`config.mk`:
```
export PLATFORM = sky130hd
export DESIGN_NAME = double_excitation_enumerator_top
export DESIGN_NICKNAME = d
export VERILOG_FILES = /design/src/dee_pkg.sv /design/src/dee_store.sv /design/src/dee_seq.sv /design/src/double_excitation_enumerator_top.sv
export SDC_FILE = /design/constraint.sdc
export NUM_CORES = 1
export LEC_CHECK = 0
export ABC_AREA = 1
export ABC_CLOCK_PERIOD_IN_PS = 16650
export BUFFER_PORTS_ARGS = -buffer_cell sky130_fd_sc_hd__buf_2
export CORE_ASPECT_RATIO = 0.7
export CORE_UTILIZATION = 47
export DETAILED_ROUTE_END_ITERATION = 10
export SLEW_MARGIN = 5
export SYNTH_ARGS = -nofsm -noshare
export SYNTH_HDL_FRONTEND = slang
export SYNTH_HIERARCHICAL = 1
export SYNTH_SLANG_ARGS = --single-unit
```
`constraint.sdc`:
```
create_clock -name clk_i -period 16.65 [get_ports clk_i]
set_input_delay 1.665 -clock clk_i [delete_from_list [all_inputs] [get_ports clk_i]]
set_output_delay 1.665 -clock clk_i [all_outputs]
set_load 0.005 [all_outputs]
```
`src/dee_pkg.sv`:
```
// Shared types and constants of the double excitation enumerator.
package dee_pkg;

  localparam int unsigned MaxOrbitals  = 64;
  localparam int unsigned MaxElectrons = 64;
  localparam int unsigned LabelBits    = 3;
  localparam int unsigned OrbW         = 7;
  localparam int unsigned AddrW        = 6;
  localparam int unsigned VirtW        = 8;
  localparam int unsigned CountW       = 21;
  localparam int unsigned WordW        = 64;
  localparam int unsigned CfgIdxW      = 1;

  localparam logic [OrbW-1:0]   OrbitalsSat  = OrbW'(MaxOrbitals);
  localparam logic [OrbW-1:0]   ElectronsSat = OrbW'(MaxElectrons);
  localparam logic [CountW-1:0] CountMax     = '1;

  typedef enum logic [2:0] {
    OP_WR_LABEL = 3'd0,
    OP_WR_OCC   = 3'd1,
    OP_WR_WORD  = 3'd2,
    OP_START    = 3'd3,
    OP_NEXT     = 3'd4
  } opcode_e;

  typedef enum logic [CfgIdxW-1:0] {
    CFG_ORBITALS  = 1'b0,
    CFG_ELECTRONS = 1'b1
  } cfg_idx_e;

  typedef struct packed {
    logic [2:0]       opcode;
    logic [5:0]       entry_index;
    logic [2:0]       symmetry_label;
    logic [OrbW-1:0]  occupied_orbital;
    logic [WordW-1:0] occupancy_word;
  } req_t;

  typedef struct packed {
    logic              found;
    logic [OrbW-1:0]   from_first;
    logic [OrbW-1:0]   from_second;
    logic [OrbW-1:0]   to_first;
    logic [OrbW-1:0]   to_second;
    logic              done_res;
    logic [CountW-1:0] total_found;
  } res_t;

  typedef struct packed {
    logic                 lbl_we;
    logic [AddrW-1:0]     lbl_waddr;
    logic [LabelBits-1:0] lbl_wdata;
    logic                 occ_we;
    logic [AddrW-1:0]     occ_waddr;
    logic [OrbW-1:0]      occ_wdata;
    logic                 word_we;
    logic                 word_sel;
    logic [WordW-1:0]     word_data;
    logic [AddrW-1:0]     occ_raddr;
    logic [AddrW-1:0]     lbl_raddr;
    logic [VirtW-1:0]     virt_a;
    logic [VirtW-1:0]     virt_b;
  } store_req_t;

  typedef struct packed {
    logic [OrbW-1:0]      occ_rdata;
    logic [LabelBits-1:0] lbl_rdata;
    logic                 a_taken;
    logic                 b_taken;
  } store_rsp_t;

endpackage

```
`src/dee_store.sv`:
```
// Label table and occupied list with registered read ports, and occupancy string with combinational bit lookups.
module dee_store (
  input  logic                clk_i,
  input  dee_pkg::store_req_t req_i,
  output dee_pkg::store_rsp_t rsp_o
);
  import dee_pkg::*;

  logic [LabelBits-1:0] lbl_mem [MaxOrbitals];
  logic [OrbW-1:0]      occ_mem [MaxElectrons];
  logic [2*WordW-1:0]   occ_bits_q;
  logic [LabelBits-1:0] lbl_rdata_q;
  logic [OrbW-1:0]      occ_rdata_q;

  always_ff @(posedge clk_i) begin
    if (req_i.lbl_we) begin
      lbl_mem[req_i.lbl_waddr] <= req_i.lbl_wdata;
    end
    lbl_rdata_q <= lbl_mem[req_i.lbl_raddr];
  end

  always_ff @(posedge clk_i) begin
    if (req_i.occ_we) begin
      occ_mem[req_i.occ_waddr] <= req_i.occ_wdata;
    end
    occ_rdata_q <= occ_mem[req_i.occ_raddr];
  end

  always_ff @(posedge clk_i) begin
    if (req_i.word_we) begin
      if (req_i.word_sel) begin
        occ_bits_q[2*WordW-1:WordW] <= req_i.word_data;
      end else begin
        occ_bits_q[WordW-1:0] <= req_i.word_data;
      end
    end
  end

  // bits from 128 upward read as empty
  always_comb begin
    rsp_o.occ_rdata = occ_rdata_q;
    rsp_o.lbl_rdata = lbl_rdata_q;
    rsp_o.a_taken   = ~req_i.virt_a[VirtW-1] & occ_bits_q[req_i.virt_a[VirtW-2:0]];
    rsp_o.b_taken   = ~req_i.virt_b[VirtW-1] & occ_bits_q[req_i.virt_b[VirtW-2:0]];
  end

endmodule

```
`src/dee_seq.sv`:
```
// Walk sequencer: position counters, bounds stepping, label XOR and result register.
module dee_seq (
  input  logic                        clk_i,
  input  logic                        rst_ni,
  input  logic                        start_i,
  input  dee_pkg::req_t               req_i,
  output logic                        busy_o,
  input  logic                        cfg_we_i,
  input  logic [dee_pkg::CfgIdxW-1:0] cfg_idx_i,
  input  logic [dee_pkg::OrbW-1:0]    cfg_data_i,
  output dee_pkg::store_req_t         store_o,
  input  dee_pkg::store_rsp_t         store_i,
  output logic                        valid_o,
  output dee_pkg::res_t               res_o
);
  import dee_pkg::*;

  typedef enum logic [6:0] {
    ST_IDLE  = 7'b0000001,
    ST_SCAN  = 7'b0000010,
    ST_RD_J  = 7'b0000100,
    ST_LBL_J = 7'b0001000,
    ST_LBL_K = 7'b0010000,
    ST_LBL_L = 7'b0100000,
    ST_CHK   = 7'b1000000
  } state_e;

  typedef enum logic [1:0] {
    PH_IDLE = 2'd0,
    PH_OPP  = 2'd1,
    PH_UP   = 2'd2,
    PH_DN   = 2'd3
  } phase_e;

  state_e               state_q, state_d;
  phase_e               phase_q, phase_d;
  logic [OrbW-1:0]      outer_q, outer_d, inner_q, inner_d;
  logic [VirtW-1:0]     vfirst_q, vfirst_d, vsecond_q, vsecond_d;
  logic [CountW-1:0]    count_q, count_d;
  logic [OrbW-1:0]      n_q, ne_q;
  logic [OrbW-1:0]      io_q, io_d, jo_q, jo_d;
  logic [LabelBits-1:0] acc_q, acc_d;
  logic                 ok_q, ok_d;
  logic                 valid_q, valid_d;
  res_t                 res_q, res_d;

  logic [OrbW-1:0]      h, ihi, jhi;
  logic [VirtW-1:0]     n8, klo, khi, lhi, sec_base;
  logic [OrbW-1:0]      lbl_orb, lbl_off, spatial;
  logic [LabelBits-1:0] lbl_val, x;
  logic                 accept;
  opcode_e              op;

  assign accept = start_i & (state_q == ST_IDLE);
  assign op     = opcode_e'(req_i.opcode);
  assign h      = {1'b0, ne_q[OrbW-1:1]};
  assign n8     = {1'b0, n_q};

  always_comb begin
    case (phase_q)
      PH_OPP: begin
        ihi = h;    jhi = ne_q; klo = '0; khi = n8;          lhi = {n_q, 1'b0};
      end
      PH_UP: begin
        ihi = h;    jhi = h;    klo = '0; khi = n8;          lhi = n8;
      end
      default: begin
        ihi = ne_q; jhi = ne_q; klo = n8; khi = {n_q, 1'b0}; lhi = {n_q, 1'b0};
      end
    endcase
    sec_base = (phase_q == PH_OPP) ? n8 : klo + VirtW'(1);
  end

  assign spatial = lbl_orb - lbl_off;
  assign lbl_val = ok_q ? store_i.lbl_rdata : '0;
  assign x       = acc_q ^ lbl_val;

  always_comb begin
    state_d   = state_q;
    phase_d   = phase_q;
    outer_d   = outer_q;
    inner_d   = inner_q;
    vfirst_d  = vfirst_q;
    vsecond_d = vsecond_q;
    count_d   = count_q;
    io_d      = io_q;
    jo_d      = jo_q;
    acc_d     = acc_q;
    ok_d      = ok_q;
    valid_d   = 1'b0;
    res_d     = res_q;
    lbl_orb   = '0;
    lbl_off   = '0;

    store_o           = '0;
    store_o.lbl_waddr = req_i.entry_index;
    store_o.lbl_wdata = req_i.symmetry_label[LabelBits-1:0];
    store_o.occ_waddr = req_i.entry_index;
    store_o.occ_wdata = req_i.occupied_orbital;
    store_o.word_sel  = req_i.entry_index[0];
    store_o.word_data = req_i.occupancy_word;
    store_o.occ_raddr = outer_q[AddrW-1:0];
    store_o.virt_a    = vfirst_q;
    store_o.virt_b    = vsecond_q;

    case (state_q)
      ST_IDLE: begin
        if (accept) begin
          case (op)
            OP_WR_LABEL: store_o.lbl_we = 1'b1;
            OP_WR_OCC:   store_o.occ_we = 1'b1;
            OP_WR_WORD:  store_o.word_we = (req_i.entry_index[AddrW-1:1] == '0);
            OP_START: begin
              count_d   = '0;
              phase_d   = PH_OPP;
              outer_d   = '0;
              inner_d   = h;
              vfirst_d  = '0;
              vsecond_d = n8;
            end
            OP_NEXT:   state_d = ST_SCAN;
            default: ;
          endcase
        end
      end
      ST_SCAN: begin
        if (phase_q == PH_IDLE) begin
          valid_d           = 1'b1;
          res_d             = '0;
          res_d.done_res    = 1'b1;
          res_d.total_found = count_q;
          state_d           = ST_IDLE;
        end else if (outer_q >= ihi) begin
          case (phase_q)
            PH_OPP: begin
              phase_d   = PH_UP;
              outer_d   = '0;
              inner_d   = OrbW'(1);
              vfirst_d  = '0;
              vsecond_d = VirtW'(1);
            end
            PH_UP: begin
              phase_d   = PH_DN;
              outer_d   = h;
              inner_d   = h + OrbW'(1);
              vfirst_d  = n8;
              vsecond_d = n8 + VirtW'(1);
            end
            default: phase_d = PH_IDLE;
          endcase
        end else if (inner_q >= jhi) begin
          outer_d   = outer_q + OrbW'(1);
          inner_d   = (phase_q == PH_OPP) ? h : outer_q + OrbW'(2);
          vfirst_d  = klo;
          vsecond_d = sec_base;
        end else if (vfirst_q >= khi) begin
          inner_d   = inner_q + OrbW'(1);
          vfirst_d  = klo;
          vsecond_d = sec_base;
        end else if (vsecond_q >= lhi) begin
          vfirst_d  = vfirst_q + VirtW'(1);
          vsecond_d = (phase_q == PH_OPP) ? n8 : vfirst_q + VirtW'(2);
        end else if (store_i.a_taken || store_i.b_taken) begin
          vsecond_d = vsecond_q + VirtW'(1);
        end else begin
          state_d = ST_RD_J;
        end
      end
      ST_RD_J: begin
        store_o.occ_raddr = inner_q[AddrW-1:0];
        io_d    = store_i.occ_rdata;
        lbl_orb = store_i.occ_rdata;
        lbl_off = (phase_q == PH_DN) ? n_q : '0;
        ok_d    = ~spatial[OrbW-1];
        state_d = ST_LBL_J;
      end
      ST_LBL_J: begin
        jo_d    = store_i.occ_rdata;
        lbl_orb = store_i.occ_rdata;
        lbl_off = (phase_q == PH_UP) ? '0 : n_q;
        acc_d   = lbl_val;
        ok_d    = ~spatial[OrbW-1];
        state_d = ST_LBL_K;
      end
      ST_LBL_K: begin
        lbl_orb = vfirst_q[OrbW-1:0];
        lbl_off = (phase_q == PH_DN) ? n_q : '0;
        acc_d   = x;
        ok_d    = ~spatial[OrbW-1];
        state_d = ST_LBL_L;
      end
      ST_LBL_L: begin
        lbl_orb = vsecond_q[OrbW-1:0];
        lbl_off = (phase_q == PH_UP) ? '0 : n_q;
        acc_d   = x;
        ok_d    = ~spatial[OrbW-1];
        state_d = ST_CHK;
      end
      ST_CHK: begin
        vsecond_d = vsecond_q + VirtW'(1);
        if (x == '0) begin
          count_d           = (count_q == CountMax) ? count_q : count_q + CountW'(1);
          valid_d           = 1'b1;
          res_d.found       = 1'b1;
          res_d.from_first  = io_q;
          res_d.from_second = jo_q;
          res_d.to_first    = vfirst_q[OrbW-1:0];
          res_d.to_second   = vsecond_q[OrbW-1:0];
          res_d.done_res    = 1'b0;
          res_d.total_found = count_d;
          state_d           = ST_IDLE;
        end else begin
          state_d = ST_SCAN;
        end
      end
      default: state_d = ST_IDLE;
    endcase

    store_o.lbl_raddr = spatial[AddrW-1:0];
  end

  always_ff @(posedge clk_i or negedge rst_ni) begin
    if (!rst_ni) begin
      state_q   <= ST_IDLE;
      phase_q   <= PH_IDLE;
      outer_q   <= '0;
      inner_q   <= '0;
      vfirst_q  <= '0;
      vsecond_q <= '0;
      count_q   <= '0;
      valid_q   <= 1'b0;
      n_q       <= OrbitalsSat;
      ne_q      <= '0;
    end else begin
      state_q   <= state_d;
      phase_q   <= phase_d;
      outer_q   <= outer_d;
      inner_q   <= inner_d;
      vfirst_q  <= vfirst_d;
      vsecond_q <= vsecond_d;
      count_q   <= count_d;
      valid_q   <= valid_d;
      if (cfg_we_i) begin
        case (cfg_idx_e'(cfg_idx_i))
          CFG_ORBITALS:  n_q  <= (cfg_data_i > OrbitalsSat) ? OrbitalsSat : cfg_data_i;
          CFG_ELECTRONS: ne_q <= (cfg_data_i > ElectronsSat) ? ElectronsSat : cfg_data_i;
          default: ;
        endcase
      end
    end
  end

  always_ff @(posedge clk_i) begin
    io_q  <= io_d;
    jo_q  <= jo_d;
    acc_q <= acc_d;
    ok_q  <= ok_d;
    res_q <= res_d;
  end

  assign busy_o  = (state_q != ST_IDLE);
  assign valid_o = valid_q;
  assign res_o   = res_q;

endmodule

```
`src/double_excitation_enumerator_top.sv`:
```
// Top level of the symmetry-allowed double excitation enumerator.
// A request is taken when start_i is high and busy_o is low; req_i carries
// opcode, entry index, label, occupied orbital and occupancy word.
// Label, occupied-entry and occupancy-word writes and the start command
// finish in the cycle they are taken and give no result.
// A next request raises busy_o and gives exactly one result, shown on res_o
// for one cycle with valid_o high; busy_o is low again in that same cycle.
// Each skipped bound step or occupied virtual pair takes one scan step; each
// candidate with both virtuals empty then runs two list reads and four label
// reads through single-ported tables (RD_J, LBL_J, LBL_K, LBL_L) and a check
// state, CHK, before the result is registered.
// cfg_we_i/cfg_idx_i/cfg_data_i write orbital_count (0) or electron_count (1)
// at once; write only while busy_o is low.
// Reset: walk idle, count zero, orbital_count 64, electron_count 0; tables
// keep no reset value and must be written before use.
// The receiver cannot stall: take res_o whenever valid_o is high.
module double_excitation_enumerator_top (
  input  logic                        clk_i,
  input  logic                        rst_ni,
  input  logic                        start_i,
  input  dee_pkg::req_t               req_i,
  output logic                        busy_o,
  input  logic                        cfg_we_i,
  input  logic [dee_pkg::CfgIdxW-1:0] cfg_idx_i,
  input  logic [dee_pkg::OrbW-1:0]    cfg_data_i,
  output logic                        valid_o,
  output dee_pkg::res_t               res_o
);
  import dee_pkg::*;

  store_req_t store_req;
  store_rsp_t store_rsp;

  dee_store u_store (
    .clk_i (clk_i),
    .req_i (store_req),
    .rsp_o (store_rsp)
  );

  dee_seq u_seq (
    .clk_i      (clk_i),
    .rst_ni     (rst_ni),
    .start_i    (start_i),
    .req_i      (req_i),
    .busy_o     (busy_o),
    .cfg_we_i   (cfg_we_i),
    .cfg_idx_i  (cfg_idx_i),
    .cfg_data_i (cfg_data_i),
    .store_o    (store_req),
    .store_i    (store_rsp),
    .valid_o    (valid_o),
    .res_o      (res_o)
  );

endmodule

```
==> results of run 1 <==
-- per-stage QoR --
stage	instance area (µm²)	setup slack, ps	total power [W]
after CTS	46600	11550	0.00700
final	46600	10980	0.00703
after floorplan	42700	11300	0.00430
after global routing	46600	10580	0.00737
after global placement	43600	11560	0.00493
after detailed placement	43600	11560	0.00494
-- layout make-up --
type	count	area [µm²]	share of cell area (%)
clock inverters	46	467	1.00
flip-flops and latches	922	27200	58.4
multi-input cells	2622	12900	27.8
clock buffers	121	2510	5.39
well taps	1222	1530	3.28
repair buffers	191	1080	2.32
inverters	228	866	1.86
-- routing by layer --
| metal | track usage [%] | vias to the layer above | wire [µm] |
|---|---|---|---|
| met5 | 0 | - | 0 |
| met4 | 6.20 | 0 | 2360 |
| met3 | 5.37 | 166 | 11100 |
| met2 | 35.5 | 1408 | 49600 |
| met1 | 39.5 | 15171 | 55700 |
| li1 | - | 14358 | - |
-- layout by cell type, fill, tap and decap left out, types with 73 or more instances in the layout --
cell	n
o21ai_1	73
o22ai_1	113
o211ai_1	81
buf_2	146
nand2_1	657
nor2_1	579
clkbuf_16	95
inv_1	209
edfxtp_1	837
nand3_1	396
o21ai_0	396
-- how the worst max path moves through the flow --
stage,startpoint,to,slack (ps)
finish,u_seq/state_q[6],u_store/lbl_rdata_q[0],10980
global route,u_seq/state_q[6],u_store/lbl_rdata_q[0],10580
CTS,u_seq/state_q[6],u_store/lbl_rdata_q[0],11550
detailed placement,u_seq/state_q[6],u_store/lbl_rdata_q[0],11560
global placement,u_seq/state_q[6],u_store/lbl_rdata_q[0],11560
floorplan,req_i[75],u_store/occ_bits_q[0],11300
-- sequential cells by signal (all words and copies together) (netlist names), 2 cells and up --
name and flops:
u_store/occ_mem 448, u_store/lbl_mem 192, u_store/occ_bits_q 128, u_seq/res_o 51
u_seq/count_q 21, u_seq/vfirst_q 8, u_seq/vsecond_q 8, u_seq/inner_q 7
u_seq/io_q 7, u_seq/jo_q 7, u_seq/n_q 7, u_seq/ne_q 7
u_seq/outer_q 7, u_seq/state_q 7, u_store/occ_rdata_q 7, u_seq/acc_q 3
u_store/lbl_rdata_q 3, u_seq/phase_q 2
-- critical path, delay by kind of cell (launching register included) --
| kind | cells | cell delay [ps] |
|---|---|---|
| AOI/OAI and AO/OA | 4 | 1010 |
| adders and majority gates | 2 | 630 |
| buffers and inverters | 6 | 1870 |
| DFF | 1 | 400 |
| and+or+nand+nor | 8 | 1620 |
-- where the power goes --
part           internal [W]  switching [W]  total [W]
clock network       0.00117       0.000894    0.00207
registers           0.00259       0.000121    0.00272
logic              0.000632        0.00161    0.00224
-- kinds of logic after synthesis --
family,synth area share (%)
compound gates,11.1
buf+inv,6.15
flops,63.7
simple gates,16.7
xor+xnor,0.759
fa+ha+maj,1.54
==> flow_summary.json, run 1 <==
{
  "rsz0062_at_grt": "no",
  "antenna_found_initial": 0,
  "grt_pass1_wl_um": 177000,
  "antenna_cells": 0,
  "drtPass1Iterations": 6,
  "cts_max_path_buffers": 3,
  "post-route-drc-count": 0,
  "synth_top_area_share_pct": 58.8,
  "stdcell_count": 5352,
  "fmax_mhz": 176,
  "hold_buffers": 0,
  "fp.dieH_um": 254,
  "maxCapViolations": 0,
  "cpMaxStageDelayCell": "clkinv_1",
  "insertion_delay_ps": 690,
  "synth_seq_area_share_pct": 63.7,
  "worst_r2r_path_depth": 20,
  "postLayoutCoreUtil_pct": 51.8,
  "slew_headroom_pct": 12.5,
  "placed_cells": 5185,
  "yosysTopAreaCell": "edfxtp_1",
  "setup_violations": 0,
  "synth_area_um2": 42700,
  "period_share_pct": 34.1,
  "gr-usage-all-layers_pct": 25.3,
  "yosysWarnings": 6,
  "hold_viol_final": 0,
  "vias": 31103,
  "synth-seq-cells": 922,
  "crit-reg2reg-launch": "u_seq/state_q[6]",
  "vdd_drop_max_mv": 0.126,
  "cts_sinks": 922,
  "wl_per_cell_um": 22.2,
  "r2r-end": "u_store/lbl_rdata_q[0]",
  "tightestPinTransition_ps": 1310,
  "status": "complete, no violations",
  "hold_depth": 2,
  "arrival_ps": 6240,
  "grt_overflow": 0,
  "ios": 148,
  "hp-start": "u_seq/vfirst_q[2]",
  "postRouteAntennaNets": 0,
  "vias_per_cell": 5.81,
  "fp.dieW_um": 362,
  "root_buffer": "clkbuf_16",
  "hold_class": "register to register",
  "min_to": "u_seq/vfirst_q[2]",
  "drive_above_1_share_pct": 8.79,
  "grt_max_degree": 167,
  "synthesis.area_per_instance_um2": 10.5,
  "placement.io_buffers": 147,
  "nets": 4204,
  "row_count": 92,
  "start_util_pct": 47.5,
  "slew_viol_final": 0,
  "cts_resized": 0,
  "finalSetupTns_ps": 0,
  "r2r_setup_slack_ps": 10980,
  "startpoint_type": "register",
  "synthArstFlopShare_pct": 8.13,
  "area_delta_synth_final_pct": 9.13,
  "synth_fp_nets": 4233,
  "cts_inserted_buffers": 92,
  "cts_tree": "yes",
  "synth_cells": 4086,
  "skew_ps": 27.9,
  "whs_ps": 524,
  "cp_max_fo": 49,
  "post_cts_buffers": 0,
  "dp_hpwl_um": 73200,
  "synthTopCellsByArea": "edfxtp_1 59%, nand2_1 5.8%, nor2_1 5.1%, o21ai_0 4.7%, nand3_1 4.6%",
  "nFillCells": 8090,
  "required_ps": 17220,
  "cts_htree_levels": 3,
  "cp_cell_sequence": "nor2_1 -> nand2_1 -> inv_2 -> nand4_1 -> nand2_1 -> inv_1 -> o22ai_1 -> inv_1 -> nor2_1 -> ha_1 -> fa_1 -> inv_1 -> buf_4 -> clkinv_1 -> o21ai_0 -> o221ai_1 -> o211ai_1 -> nand3_1 -> nand3_1 -> nand2_1",
  "slowest_delay_ps": 1100,
  "synthTopCellsByCount": "837 x edfxtp_1, 658 x nand2_1, 580 x nor2_1",
  "clk_pin_slew_worst_paths_ps": 60,
  "ys_types": 54,
  "routabilityCongestion": 0.908,
  "post-route-min-period_ps": 5670,
  "dr.first_iter.drc_count": 3866,
  "core_area_um2": 90000,
  "cp-end-kind": "register",
  "synth_edf_count": 837,
  "p_leak_nw": 16.5,
  "crit_type": "register to register",
  "powerDensity_nw_per_um2": 151,
  "die-area_um2": 92100,
  "first_global_vias": 28435,
  "synth_flop_cell": "edfxtp_1",
  "synth.most_common_cell": "edfxtp_1",
  "routed_wirelength_um": 119000
}
No activity file was read; power rests on OpenSTA's default activity.
==> run 2: changes to the inputs <==
--- a/config.mk
+++ b/config.mk
@@ -6,11 +6,12 @@
 export NUM_CORES = 1
 export LEC_CHECK = 0
 export ABC_AREA = 1
-export ABC_CLOCK_PERIOD_IN_PS = 16650
+export ABC_CLOCK_PERIOD_IN_PS = 4950
 export BUFFER_PORTS_ARGS = -buffer_cell sky130_fd_sc_hd__buf_2
 export CORE_ASPECT_RATIO = 0.7
 export CORE_UTILIZATION = 47
 export DETAILED_ROUTE_END_ITERATION = 10
+export PLACE_DENSITY = 0.66
 export SLEW_MARGIN = 5
 export SYNTH_ARGS = -nofsm -noshare
 export SYNTH_HDL_FRONTEND = slang
==> constraint.sdc (replaced) <==
create_clock -name clk_i -period 4.95 [get_ports clk_i]
set_input_delay 0.495 -clock clk_i [delete_from_list [all_inputs] [get_ports clk_i]]
set_output_delay 0.495 -clock clk_i [all_outputs]
set_load 0.005 [all_outputs]
==> flow_summary.json, run 2 (synthesized netlist as in run 1, its figures left out) <==
{
  "fp.dieH_um": 254,
  "pwr-share-clk_pct": 28.9,
  "grt_overflow": 0,
  "vdd_drop_max_mv": 0.443,
  "cp_max_fo": 48,
  "multi_input_area_um2": 12900,
  "cpMaxStageDelayCell": "fa_1",
  "min_to": "u_store/occ_bits_q[127]",
  "drtPass1Iterations": 6,
  "dr.first_iter.drc_count": 4560,
  "post-route-min-period_ps": 4000,
  "dp_hpwl_um": 72600,
  "cp-end-kind": "register",
  "tightestPinTransition_ps": 1260,
  "grt_pass1_wl_um": 176000,
  "period_share_pct": 80.9,
  "cp_cell_sequence": "nor2_1 -> nand2_1 -> inv_2 -> nand4_1 -> nand2_1 -> inv_1 -> o22ai_1 -> inv_1 -> nor2_1 -> ha_1 -> fa_1 -> inv_1 -> buf_4 -> o21ai_0 -> o22ai_1 -> inv_1 -> o21ai_0 -> nand2_1 -> nand3_1 -> nand3_1 -> nand2_1",
  "slew_viol_final": 0,
  "placement.io_buffers": 147,
  "grt_max_degree": 193,
  "hold_class": "input port to register",
  "die-area_um2": 92100,
  "setup_violations": 0,
  "row_count": 92,
  "start_util_pct": 47.5,
  "reg.largest.list": "u_store/occ_mem: 448 flops, u_store/lbl_mem: 192 flops, u_store/occ_bits_q: 128 flops",
  "antenna_cells": 0,
  "fp.dieW_um": 362,
  "p_switching_w": 0.00876,
  "swShare_pct": 37.2,
  "root_buffer": "clkbuf_16",
  "cts_sinks": 922,
  "cts_inserted_buffers": 90,
  "largest_reg_flops": 448,
  "vias_per_cell": 5.82,
  "required_ps": 5560,
  "wl_per_cell_um": 21.4,
  "finalSetupTns_ps": 0,
  "seqCellArea_um2": 27200,
  "nFillCells": 7927,
  "postLayoutCoreUtil_pct": 52.5,
  "skew_ps": 29.5,
  "arrival_ps": 4610,
  "seqPwrFrac_pct": 39.1,
  "p_int_w": 0.0148,
  "ios": 148,
  "startpoint_type": "register",
  "rsz0062_at_grt": "no",
  "maxCapViolations": 0,
  "powerDensity_nw_per_um2": 499,
  "cts_tree": "yes",
  "routabilityCongestion": 0.924,
  "r2r_setup_slack_ps": 950,
  "clk_pin_slew_worst_paths_ps": 60,
  "post-route-drc-count": 0,
  "gr-usage-all-layers_pct": 24.8,
  "p_total_w": 0.0235,
  "hold_viol_final": 0,
  "nets": 4273,
  "final_common_cell": "edfxtp_1",
  "regMostFlops": "u_store/occ_mem",
  "cts_max_path_buffers": 3,
  "first_global_vias": 29089,
  "crit_type": "register to register",
  "area_delta_synth_final_pct": 10.5,
  "vias": 31559,
  "cts_htree_levels": 3,
  "routed_wirelength_um": 116000,
  "antenna_found_initial": 1,
  "slew_headroom_pct": 16.0,
  "r2r-end": "u_store/lbl_rdata_q[2]",
  "drive_above_1_share_pct": 9.12,
  "fmax_mhz": 250,
  "mostFrequentLayoutCells": "837 x edfxtp_1, 657 x nand2_1, 579 x nor2_1",
  "hold_depth": 1,
  "postRouteAntennaNets": 0,
  "core_area_um2": 90000,
  "hp-start": "req_i[63]",
  "insertion_delay_ps": 690,
  "p_comb_share_pct": 32.0,
  "status": "complete, no violations",
  "p_leak_nw": 16.8,
  "crit-reg2reg-launch": "u_seq/state_q[6]",
  "cts_resized": 0,
  "slowest_delay_ps": 450,
  "worst_r2r_path_depth": 21
}
-- run 2: changes by cell type in the layout (fill, tap and decap cells not counted), sizes merged --
cell         previous run  this run
buf                   191       208
clkinvlp                1         5
dlygate4sd3             0        54
inv                   227       228
clkinv                 39        38
clkbuf                121       116
-- run 2: worst max-delay path, delay by kind of cell (launching register included) --
family / cells / cell delay (ps)
flip-flops: 1 / 410
buffers and inverters: 6 / 860
adder cells (fa/ha/maj): 2 / 660
AND/OR/NAND/NOR: 9 / 1180
AO/OA/AOI/OAI: 4 / 810
-- run 2: what timing repair did --
action / CTS / global route
endpoints found under the hold margin: 124 / 4
hold buffers: 52 / 2
setup buffers: 0 / 0
setup endpoints to repair: 0 / 0
-- run 2: worst max path at each step --
stage | slack [ps] | to | start
finish | 950 | u_store/lbl_rdata_q[2] | u_seq/state_q[6]
global route | 620 | u_store/lbl_rdata_q[2] | u_seq/state_q[6]
detailed placement | 1110 | u_store/lbl_rdata_q[2] | u_seq/state_q[6]
floorplan | 560 | u_store/occ_bits_q[0] | u_seq/state_q[0]
CTS | 1070 | u_store/lbl_rdata_q[2] | u_seq/state_q[6]
global placement | 1120 | u_store/lbl_rdata_q[2] | u_seq/state_q[6]
-- run 2: power groups by stage --
stage / Sequential, W / Clock (W) / Combinational [W]
floorplan: 0.00907 / 0 / 0.00538
global placement: 0.00935 / 0 / 0.00723
detailed placement: 0.00935 / 0 / 0.00730
CTS: 0.00919 / 0.00691 / 0.00737
global route: 0.00921 / 0.00719 / 0.00828
finish: 0.00919 / 0.00681 / 0.00754
-- run 2: final cells by class --
type	count	area share, %
sequential	922	57.6
multi-input combinational	2622	27.4
clock buffer	116	5.07
timing repair buffer	262	3.78
tap	1222	3.24
inverter	228	1.83
clock inverter	50	1.01
-- run 2: metal layers --
metal | track usage [%] | wire length [µm] | up-vias
li1 | - | - | 14510
met3 | 5.81 | 11900 | 178
met2 | 35.1 | 49300 | 1569
met5 | 0 | 18 | -
met4 | 6.24 | 2540 | 2
met1 | 38.0 | 52500 | 15300
-- run 2: through the flow --
step                      hold slack, ps  cells  instance area (µm²)  setup WS, ps
after floorplan                      199   4086                42700           561
after global placement               424   5202                43800          1120
after detailed placement             425   5202                43800          1110
after CTS                          0.584   5420                47200          1070
after global routing                2.40   5422                47200           618
final                               36.2   5422                47200           948
